File: src/sv/htpr_pkg.sv
`timescale 1ns / 1ps

package htpr_pkg;

   localparam int WORDS_DEFAULT = 4;
   localparam int WORD_W        = 64;
   localparam int COUNT_W       = 6;
   localparam int TICK_W        = 16;
   localparam int BYTE_W        = 8;
   localparam int INDEX_W       = 4;
   localparam int CSR_INDEX_W   = 2;
   localparam int CSR_DATA_W    = 16;

   localparam logic [BYTE_W-1:0] HEADER_RESET  = 8'd170;
   localparam logic [BYTE_W-1:0] TAIL_RESET    = 8'd85;
   localparam logic [TICK_W-1:0] TIMEOUT_RESET = 16'd100;
   localparam logic [TICK_W-1:0] TICK_MAX      = 16'hFFFF;

   localparam logic [CSR_INDEX_W-1:0] CSR_HEADER  = 2'd0;
   localparam logic [CSR_INDEX_W-1:0] CSR_TAIL    = 2'd1;
   localparam logic [CSR_INDEX_W-1:0] CSR_TIMEOUT = 2'd2;

   typedef enum logic [1:0] {
      CMD_BYTE = 2'd0,
      CMD_TICK = 2'd1,
      CMD_TAKE = 2'd2,
      CMD_READ = 2'd3
   } cmd_type;

   typedef enum logic [1:0] {
      PH_IDLE = 2'd0,
      PH_DATA = 2'd1,
      PH_TAIL = 2'd2
   } phase_type;

   typedef struct packed {
      logic [BYTE_W-1:0] header_byte;
      logic [BYTE_W-1:0] tail_byte;
      logic [TICK_W-1:0] timeout_limit;
   } cfg_type;

   typedef struct packed {
      logic              packet_done;
      logic              frame_error;
      logic              timed_out;
      logic              ready_flag;
      logic [WORD_W-1:0] word_value;
      logic              read_valid;
      logic [1:0]        phase;
   } rsp_type;

endpackage

File: src/sv/htpr_core.sv
`timescale 1ns / 1ps

module htpr_core #(
   parameter int WORDS = htpr_pkg::WORDS_DEFAULT
) (
   input  logic                            clock,
   input  logic                            reset,
   input  logic                            accept,
   input  logic [1:0]                      command,
   input  logic [htpr_pkg::BYTE_W-1:0]     rx_byte,
   input  logic [htpr_pkg::INDEX_W-1:0]    word_index,
   input  htpr_pkg::cfg_type               cfg,
   output htpr_pkg::rsp_type               result
);
   import htpr_pkg::*;

   localparam int WIDX = (WORDS > 1) ? $clog2(WORDS) : 1;
   localparam logic [COUNT_W-1:0] LAST_BYTE = COUNT_W'(WORDS * 8 - 1);
   localparam logic [INDEX_W-1:0] WORDS_LIMIT = INDEX_W'(WORDS);

   cmd_type              cmd;
   phase_type            phase_ff, phase_in;
   logic [COUNT_W-1:0]   count_ff, count_in;
   logic [TICK_W-1:0]    tick_ff, tick_in, tick_next;
   logic                 ready_ff, ready_in;
   logic                 tail_match;
   logic                 timeout_hit;
   logic                 write_en;
   logic                 copy_en;
   logic [WIDX-1:0]      write_sel;
   logic [2:0]           byte_sel;
   logic [WORD_W-1:0]    write_words_ff [WORDS];
   logic [WORD_W-1:0]    read_words_ff [WORDS];

   assign cmd         = cmd_type'(command);
   assign tail_match  = (rx_byte == cfg.tail_byte);
   assign tick_next   = (tick_ff != TICK_MAX) ? tick_ff + 16'd1 : tick_ff;
   assign timeout_hit = (tick_next > cfg.timeout_limit);
   assign write_sel   = WIDX'(count_ff[COUNT_W-1:3]);
   assign byte_sel    = count_ff[2:0];
   assign write_en    = accept && (cmd == CMD_BYTE) && (phase_ff == PH_DATA);
   assign copy_en     = accept && (cmd == CMD_BYTE) && (phase_ff == PH_TAIL) && tail_match;

   always_comb begin
      phase_in = phase_ff;
      count_in = count_ff;
      tick_in  = tick_ff;
      ready_in = ready_ff;
      unique case (cmd)
         CMD_BYTE: begin
            unique case (phase_ff)
               PH_IDLE: begin
                  if (rx_byte == cfg.header_byte) begin
                     phase_in = PH_DATA;
                     count_in = '0;
                     tick_in  = '0;
                  end
               end
               PH_DATA: begin
                  if (count_ff == LAST_BYTE) begin
                     phase_in = PH_TAIL;
                     count_in = '0;
                  end else begin
                     count_in = count_ff + 6'd1;
                  end
               end
               PH_TAIL: begin
                  phase_in = PH_IDLE;
                  count_in = '0;
                  tick_in  = '0;
                  ready_in = tail_match;
               end
               default: begin
                  phase_in = PH_IDLE;
                  count_in = '0;
                  tick_in  = '0;
                  ready_in = 1'b0;
               end
            endcase
         end
         CMD_TICK: begin
            if (phase_ff != PH_IDLE) begin
               if (timeout_hit) begin
                  phase_in = PH_IDLE;
                  count_in = '0;
                  tick_in  = '0;
                  ready_in = 1'b0;
               end else begin
                  tick_in = tick_next;
               end
            end
         end
         CMD_TAKE: begin
            ready_in = 1'b0;
         end
         CMD_READ: begin
         end
      endcase
   end

   always_comb begin
      result             = '0;
      result.ready_flag  = ready_ff;
      result.phase       = phase_in;
      unique case (cmd)
         CMD_BYTE: begin
            result.packet_done = (phase_ff == PH_TAIL) && tail_match;
            result.frame_error = ((phase_ff == PH_TAIL) && !tail_match)
                                 || ((phase_ff != PH_IDLE) && (phase_ff != PH_DATA)
                                     && (phase_ff != PH_TAIL));
         end
         CMD_TICK: begin
            result.timed_out = (phase_ff != PH_IDLE) && timeout_hit;
         end
         CMD_TAKE: begin
         end
         CMD_READ: begin
            if (word_index < WORDS_LIMIT) begin
               result.read_valid = 1'b1;
               result.word_value = read_words_ff[word_index[WIDX-1:0]];
            end
         end
      endcase
   end

   always_ff @(posedge clock) begin
      if (reset) begin
         phase_ff <= PH_IDLE;
         count_ff <= '0;
         tick_ff  <= '0;
         ready_ff <= 1'b0;
      end else if (accept) begin
         phase_ff <= phase_in;
         count_ff <= count_in;
         tick_ff  <= tick_in;
         ready_ff <= ready_in;
      end
   end

   always_ff @(posedge clock) begin
      if (write_en) begin
         write_words_ff[write_sel][{byte_sel, 3'b000} +: BYTE_W] <= rx_byte;
      end
   end

   always_ff @(posedge clock) begin
      if (reset) begin
         for (int i = 0; i < WORDS; i++) begin
            read_words_ff[i] <= '0;
         end
      end else if (copy_en) begin
         for (int i = 0; i < WORDS; i++) begin
            read_words_ff[i] <= write_words_ff[i];
         end
      end
   end

endmodule

File: src/sv/htpr_out_skid.sv
`timescale 1ns / 1ps

module htpr_out_skid (
   input  logic              clock,
   input  logic              reset,
   input  logic              in_valid,
   output logic              in_ready,
   input  htpr_pkg::rsp_type in_data,
   output logic              out_valid,
   input  logic              out_ready,
   output htpr_pkg::rsp_type out_data
);
   import htpr_pkg::*;

   logic    main_valid_ff, main_valid_in;
   logic    skid_valid_ff, skid_valid_in;
   rsp_type main_ff, main_in;
   rsp_type skid_ff, skid_in;
   logic    push;
   logic    pop;

   assign in_ready  = !skid_valid_ff;
   assign push      = in_valid && in_ready;
   assign pop       = main_valid_ff && out_ready;
   assign out_valid = main_valid_ff;
   assign out_data  = main_ff;

   always_comb begin
      main_valid_in = main_valid_ff;
      skid_valid_in = skid_valid_ff;
      main_in       = main_ff;
      skid_in       = skid_ff;
      if (!main_valid_ff || pop) begin
         if (skid_valid_ff) begin
            main_valid_in = 1'b1;
            main_in       = skid_ff;
            skid_valid_in = 1'b0;
         end else begin
            main_valid_in = push;
            main_in       = in_data;
         end
      end else if (push) begin
         skid_valid_in = 1'b1;
         skid_in       = in_data;
      end
   end

   always_ff @(posedge clock) begin
      if (reset) begin
         main_valid_ff <= 1'b0;
         skid_valid_ff <= 1'b0;
      end else begin
         main_valid_ff <= main_valid_in;
         skid_valid_ff <= skid_valid_in;
      end
   end

   always_ff @(posedge clock) begin
      main_ff <= main_in;
      skid_ff <= skid_in;
   end

endmodule

File: src/sv/header_tail_packet_receiver_top.sv
`timescale 1ns / 1ps

// Frame receiver for a header byte, WORDS*8 payload bytes and a tail byte, with a tick-driven
// timeout. One request is accepted every clock cycle while req_ready is high: the whole
// per-request step (phase update, payload byte write, tail check, timeout compare, read
// buffer select) is one pass of logic from the stored receiver state to a result register
// in the output buffer. A two-entry output buffer keeps req_ready high while one response
// waits, and drops it only when two are held. Configuration writes are taken in any cycle
// and must be made while no request is in flight.

module header_tail_packet_receiver_top #(
   parameter int WORDS = htpr_pkg::WORDS_DEFAULT
) (
   input  logic                               clock,
   input  logic                               reset,
   input  logic                               req_valid,
   output logic                               req_ready,
   input  logic [1:0]                         req_command,
   input  logic [htpr_pkg::BYTE_W-1:0]        req_rx_byte,
   input  logic [htpr_pkg::INDEX_W-1:0]       req_word_index,
   output logic                               rsp_valid,
   input  logic                               rsp_ready,
   output logic                               rsp_packet_done,
   output logic                               rsp_frame_error,
   output logic                               rsp_timed_out,
   output logic                               rsp_ready_flag,
   output logic [htpr_pkg::WORD_W-1:0]        rsp_word_value,
   output logic                               rsp_read_valid,
   output logic [1:0]                         rsp_phase,
   input  logic                               csr_valid,
   output logic                               csr_ready,
   input  logic [htpr_pkg::CSR_INDEX_W-1:0]   csr_index,
   input  logic [htpr_pkg::CSR_DATA_W-1:0]    csr_wdata
);
   import htpr_pkg::*;

   cfg_type cfg_ff, cfg_in;
   rsp_type step_result;
   rsp_type out_data;
   logic    accept;

   assign csr_ready = 1'b1;
   assign accept    = req_valid && req_ready;

   always_comb begin
      cfg_in = cfg_ff;
      if (csr_valid && csr_ready) begin
         unique case (csr_index)
            CSR_HEADER:  cfg_in.header_byte   = csr_wdata[BYTE_W-1:0];
            CSR_TAIL:    cfg_in.tail_byte     = csr_wdata[BYTE_W-1:0];
            CSR_TIMEOUT: cfg_in.timeout_limit = csr_wdata[TICK_W-1:0];
            default:     cfg_in = cfg_ff;
         endcase
      end
   end

   always_ff @(posedge clock) begin
      if (reset) begin
         cfg_ff.header_byte   <= HEADER_RESET;
         cfg_ff.tail_byte     <= TAIL_RESET;
         cfg_ff.timeout_limit <= TIMEOUT_RESET;
      end else begin
         cfg_ff <= cfg_in;
      end
   end

   htpr_core #(
      .WORDS(WORDS)
   ) u_core (
      .clock      (clock),
      .reset      (reset),
      .accept     (accept),
      .command    (req_command),
      .rx_byte    (req_rx_byte),
      .word_index (req_word_index),
      .cfg        (cfg_ff),
      .result     (step_result)
   );

   htpr_out_skid u_out_skid (
      .clock     (clock),
      .reset     (reset),
      .in_valid  (req_valid),
      .in_ready  (req_ready),
      .in_data   (step_result),
      .out_valid (rsp_valid),
      .out_ready (rsp_ready),
      .out_data  (out_data)
   );

   assign rsp_packet_done = out_data.packet_done;
   assign rsp_frame_error = out_data.frame_error;
   assign rsp_timed_out   = out_data.timed_out;
   assign rsp_ready_flag  = out_data.ready_flag;
   assign rsp_word_value  = out_data.word_value;
   assign rsp_read_valid  = out_data.read_valid;
   assign rsp_phase       = out_data.phase;

endmodule

File: config.mk
export PLATFORM = sky130hd
export DESIGN_NAME = header_tail_packet_receiver_top
export DESIGN_NICKNAME = d
export VERILOG_FILES = /design/src/sv/htpr_pkg.sv /design/src/sv/htpr_core.sv /design/src/sv/htpr_out_skid.sv /design/src/sv/header_tail_packet_receiver_top.sv
export SDC_FILE = /design/constraint.sdc
export NUM_CORES = 1
export LEC_CHECK = 0
export ABC_AREA = 1
export BUFFER_PORTS_ARGS = -buffer_cell sky130_fd_sc_hd__buf_2
export CORE_MARGIN = 1
export CORE_UTILIZATION = 55
export DETAILED_ROUTE_END_ITERATION = 6
export PLACE_DENSITY = 0.8
export SLEW_MARGIN = 20
export SYNTH_ARGS = -nofsm -noshare
export SYNTH_HDL_FRONTEND = slang
export SYNTH_SLANG_ARGS = --single-unit
File: constraint.sdc
create_clock -name clock -period 27.7 [get_ports clock]
set_clock_uncertainty 0.15 [all_clocks]
set_input_delay 4.155 -clock clock [delete_from_list [all_inputs] [get_ports clock]]
set_output_delay 4.155 -clock clock [all_outputs]
set_load 0.01 [all_outputs]
==> flow_metrics.tcl <==
set metrics [dict create \
    drt-wirelength-per-cell_um 18.18 \
    vias 18640 \
    min_period_ps 8433 \
    firstDrtPassIters 7 \
    cts_tree "done" \
    grt_setup_unrepaired "no" \
    numPlacedInstances 3347 \
    synthMuxAreaShare_pct 0 \
    critPathKind "in2reg" \
    synth_cells 2635 \
    avgSynthCellArea_sq_um 11.46 \
    die_area_sq_um 55850 \
    postCtsSetupRepairBufs 0 \
    min_period_over_period_pct 30.44 \
    core_area_sq_um 54030 \
    root_buffer "clkbuf_16" \
    ys_seq_area_share_pct 68.93 \
    seqCellArea_sq_um 20820 \
    io_buffers 109 \
    ff2ff_path_depth 8 \
    cap_violations 0 \
    num-fill-cells 3926 \
    viasPerCell 5.365 \
    ctsHoldBuffers 0 \
    rr_startpoint "u_out_skid.skid_valid_ff" \
    synthToLayoutAreaGrowth_pct 10.59 \
    fin_tns_setup_ps 0 \
    cts.sinks 713 \
    path_clk_slew_ps 60 \
    first_global_vias 18350 \
    synth_top_family_by_area "simple AND/OR/NAND/NOR gates" \
    syn_area_sq_um 30200 \
    gp_congestion 0.9017 \
    worst_pin_slew_ps 1128 \
    multi_input_area_sq_um 7350 \
    wl_um 63180 \
    final_layout_size_suffix_gt1_share_pct 16.28 \
    min_path_cells 0 \
    min-delay-start "u_core.ready_ff" \
    timing.rr.end "u_core.read_words_ff[2][17]" \
    yosys.area_share.simple_pct 17.83 \
    path_max_fanout 88 \
    synth_seq_cells 713 \
    numCtsBuffers 69 \
    grt_pass1_wl_um 99110 \
    synthArstFlopShare_pct 0 \
    final_cells 3475 \
    drtIter0Drc 2063 \
    vdd_drop_max_v 0.00004310 \
    core.rowCount 85 \
    power_leakage_nw 13.03 \
    synth_compound_area_share_pct 4.988 \
    clock_latency_ps 610 \
    max_slew_margin_pct 24.81 \
    fp.dieH_um 236.3 \
    synth_fp_nets 2695 \
    grt_overflow 0 \
    yosys_warnings 0 \
    grt_max_degree 132 \
    cts_resized 0 \
    arrival_ps 8510 \
    finalSetupViolations 0 \
    ant_nets 0 \
    hold_class "reg2reg" \
    cp_data_required_time_ps 27770 \
    ioPinCount 111 \
    start_util_pct 55.90 \
    drv_slew 0 \
    worst_setup_path_end_kind "flop" \
    drc_errors 0 \
    r2r_setup_slack_ps 22360 \
    final-hold-violation-count 0 \
    critical_path.startpoint_type "input pin" \
    hpwl_um 40400 \
    die_w_um 236.3 \
    yosysUniqueCellTypes 38 \
    synth_edf_count 654 \
    synth_xor_area_share_pct 0.4350 \
    synth_ff_type "edfxtp_1" \
    status "completed" \
    grt_usage_pct 22.96 \
    yosys.area_share.adder_pct 0.9528 \
    cts_buffer_depth 3 \
    max_freq_ghz 0.1186 \
    antenna_found_initial 3 \
    final_nets 2782 \
    min_to "u_out_skid.skid_ff[67]" \
    p_per_area_nw_per_um2 67.59 \
    htreeDepth 3 \
]
-- cells by family after synthesis --
family | after synthesis
AOI/OAI and AO/OA | 291
xor gates and xnor gates | 15
adders and majority gates | 23
buffers and inverters | 471
DFF | 713
other | 1
and+or+nand+nor | 1121
-- critical path, stage by stage --
cell and delay, ps:
buf_2 140, inv_1 140, o21ai_1 80, a21oi_1 120
nand2_1 100, nor2_2 140, nand2_1 100, nor2_4 130
inv_1 90, o21ai_4 790, buf_4 700, buf_6 690
buf_4 930
-- placed cells by master, fill, tap and decap left out, types with 23 or more instances in the layout --
cell type	synthesis	layout
nor2_4	102	103
clkbuf_16	0	71
nand2_1	370	368
nand3_1	29	29
nor2_2	101	101
ha_1	23	23
a21oi_1	114	114
buf_2	1	108
edfxtp_1	654	654
inv_1	357	355
dfxtp_1	59	58
nor2_1	474	473
o21ai_0	147	146
-- cell type report --
cell class,instances,share of cell area [%]
repair buffers,125,2.049
inverters,362,4.068
well taps,696,2.607
clock buffers,80,5.420
diodes,2,0.01498
clock inverters,46,1.498
flip-flops and latches,713,62.34
multi-input cells,1451,22.00
-- synthesized netlist by cell type, types with 4 or more instances --
library cell | number | area [sq um]
ha_1 | 23 | 287.8
nand4_1 | 19 | 118.9
o211ai_1 | 4 | 30.03
nor2_2 | 101 | 631.9
xor2_1 | 5 | 43.79
nor2_1 | 474 | 1779
nand2_1 | 370 | 1389
clkbuf_1 | 54 | 202.7
buf_6 | 17 | 191.4
nand3_1 | 29 | 145.1
o21ai_0 | 147 | 735.7
dfxtp_1 | 59 | 1181
buf_1 | 25 | 93.84
xnor2_1 | 10 | 87.58
buf_12 | 10 | 200.2
a21oi_1 | 114 | 570.6
edfxtp_1 | 654 | 19640
o21ai_1 | 19 | 95.09
inv_1 | 357 | 1340
nor2_4 | 102 | 1149
nor3_1 | 16 | 80.08
-- power breakdown --
| part | total (mW) | internal [mW] | switching, mW |
|---|---|---|---|
| registers | 1.20 | 1.19 | 0.00821 |
| clock network | 0.956 | 0.564 | 0.392 |
| logic | 0.0998 | 0.0248 | 0.0749 |
| total | 2.26 | 1.78 | 0.475 |
-- how the worst max path moves through the flow --
stage               cells past startpoint                           to  slack (ps)      startpoint
floorplan                               6   u_core.read_words_ff[0][0]        3630  req_rx_byte[4]
global placement                       13  u_core.read_words_ff[0][18]       18620  req_rx_byte[1]
detailed placement                     13  u_core.read_words_ff[0][15]       18390  req_rx_byte[1]
CTS                                    13  u_core.read_words_ff[1][19]       19030  req_rx_byte[1]
global route                           13  u_core.read_words_ff[1][17]       18940  req_rx_byte[1]
finish                                 13  u_core.read_words_ff[2][17]       19270  req_rx_byte[1]
-- through the flow --
stage	total power, mW	setup WS (ps)	hold slack, ps	cell area (sq um)	util [%]
2_1_floorplan	1.297	3626	258.2	30200	-
3_3_place_gp	1.318	18620	266.0	31080	57.53
3_5_place_dp	1.322	18390	267.6	31080	57.53
4_1_cts	2.266	19030	281.6	33390	61.81
5_1_grt	2.320	18940	284.4	33400	61.82
6_report	2.258	19270	286.8	33400	61.82
-- state kept, by name (all words and copies together), names as in the netlist --
name and flops:
u_out_skid.skid_valid_ff 1, u_core.write_words_ff 256, u_core.phase_ff 2, cfg_ff 32, u_out_skid.out_valid 1, u_core.read_words_ff 256, u_core.ready_ff 1, u_core.tick_ff 16
u_out_skid.out_data 71, u_out_skid.skid_ff 71, u_core.count_ff 6
-- layer usage --
metal  vias to the layer above  global-route usage [%]  share of wire, %
met3                       157                   4.131               7.6
met4                         0                   9.878               3.7
met1                      8930                   28.60                38
li1                       8768                       -                 -
met5                         -                       0                 0
met2                       788                   39.34                50
Note: power is estimated with default switching activity, not from simulation.
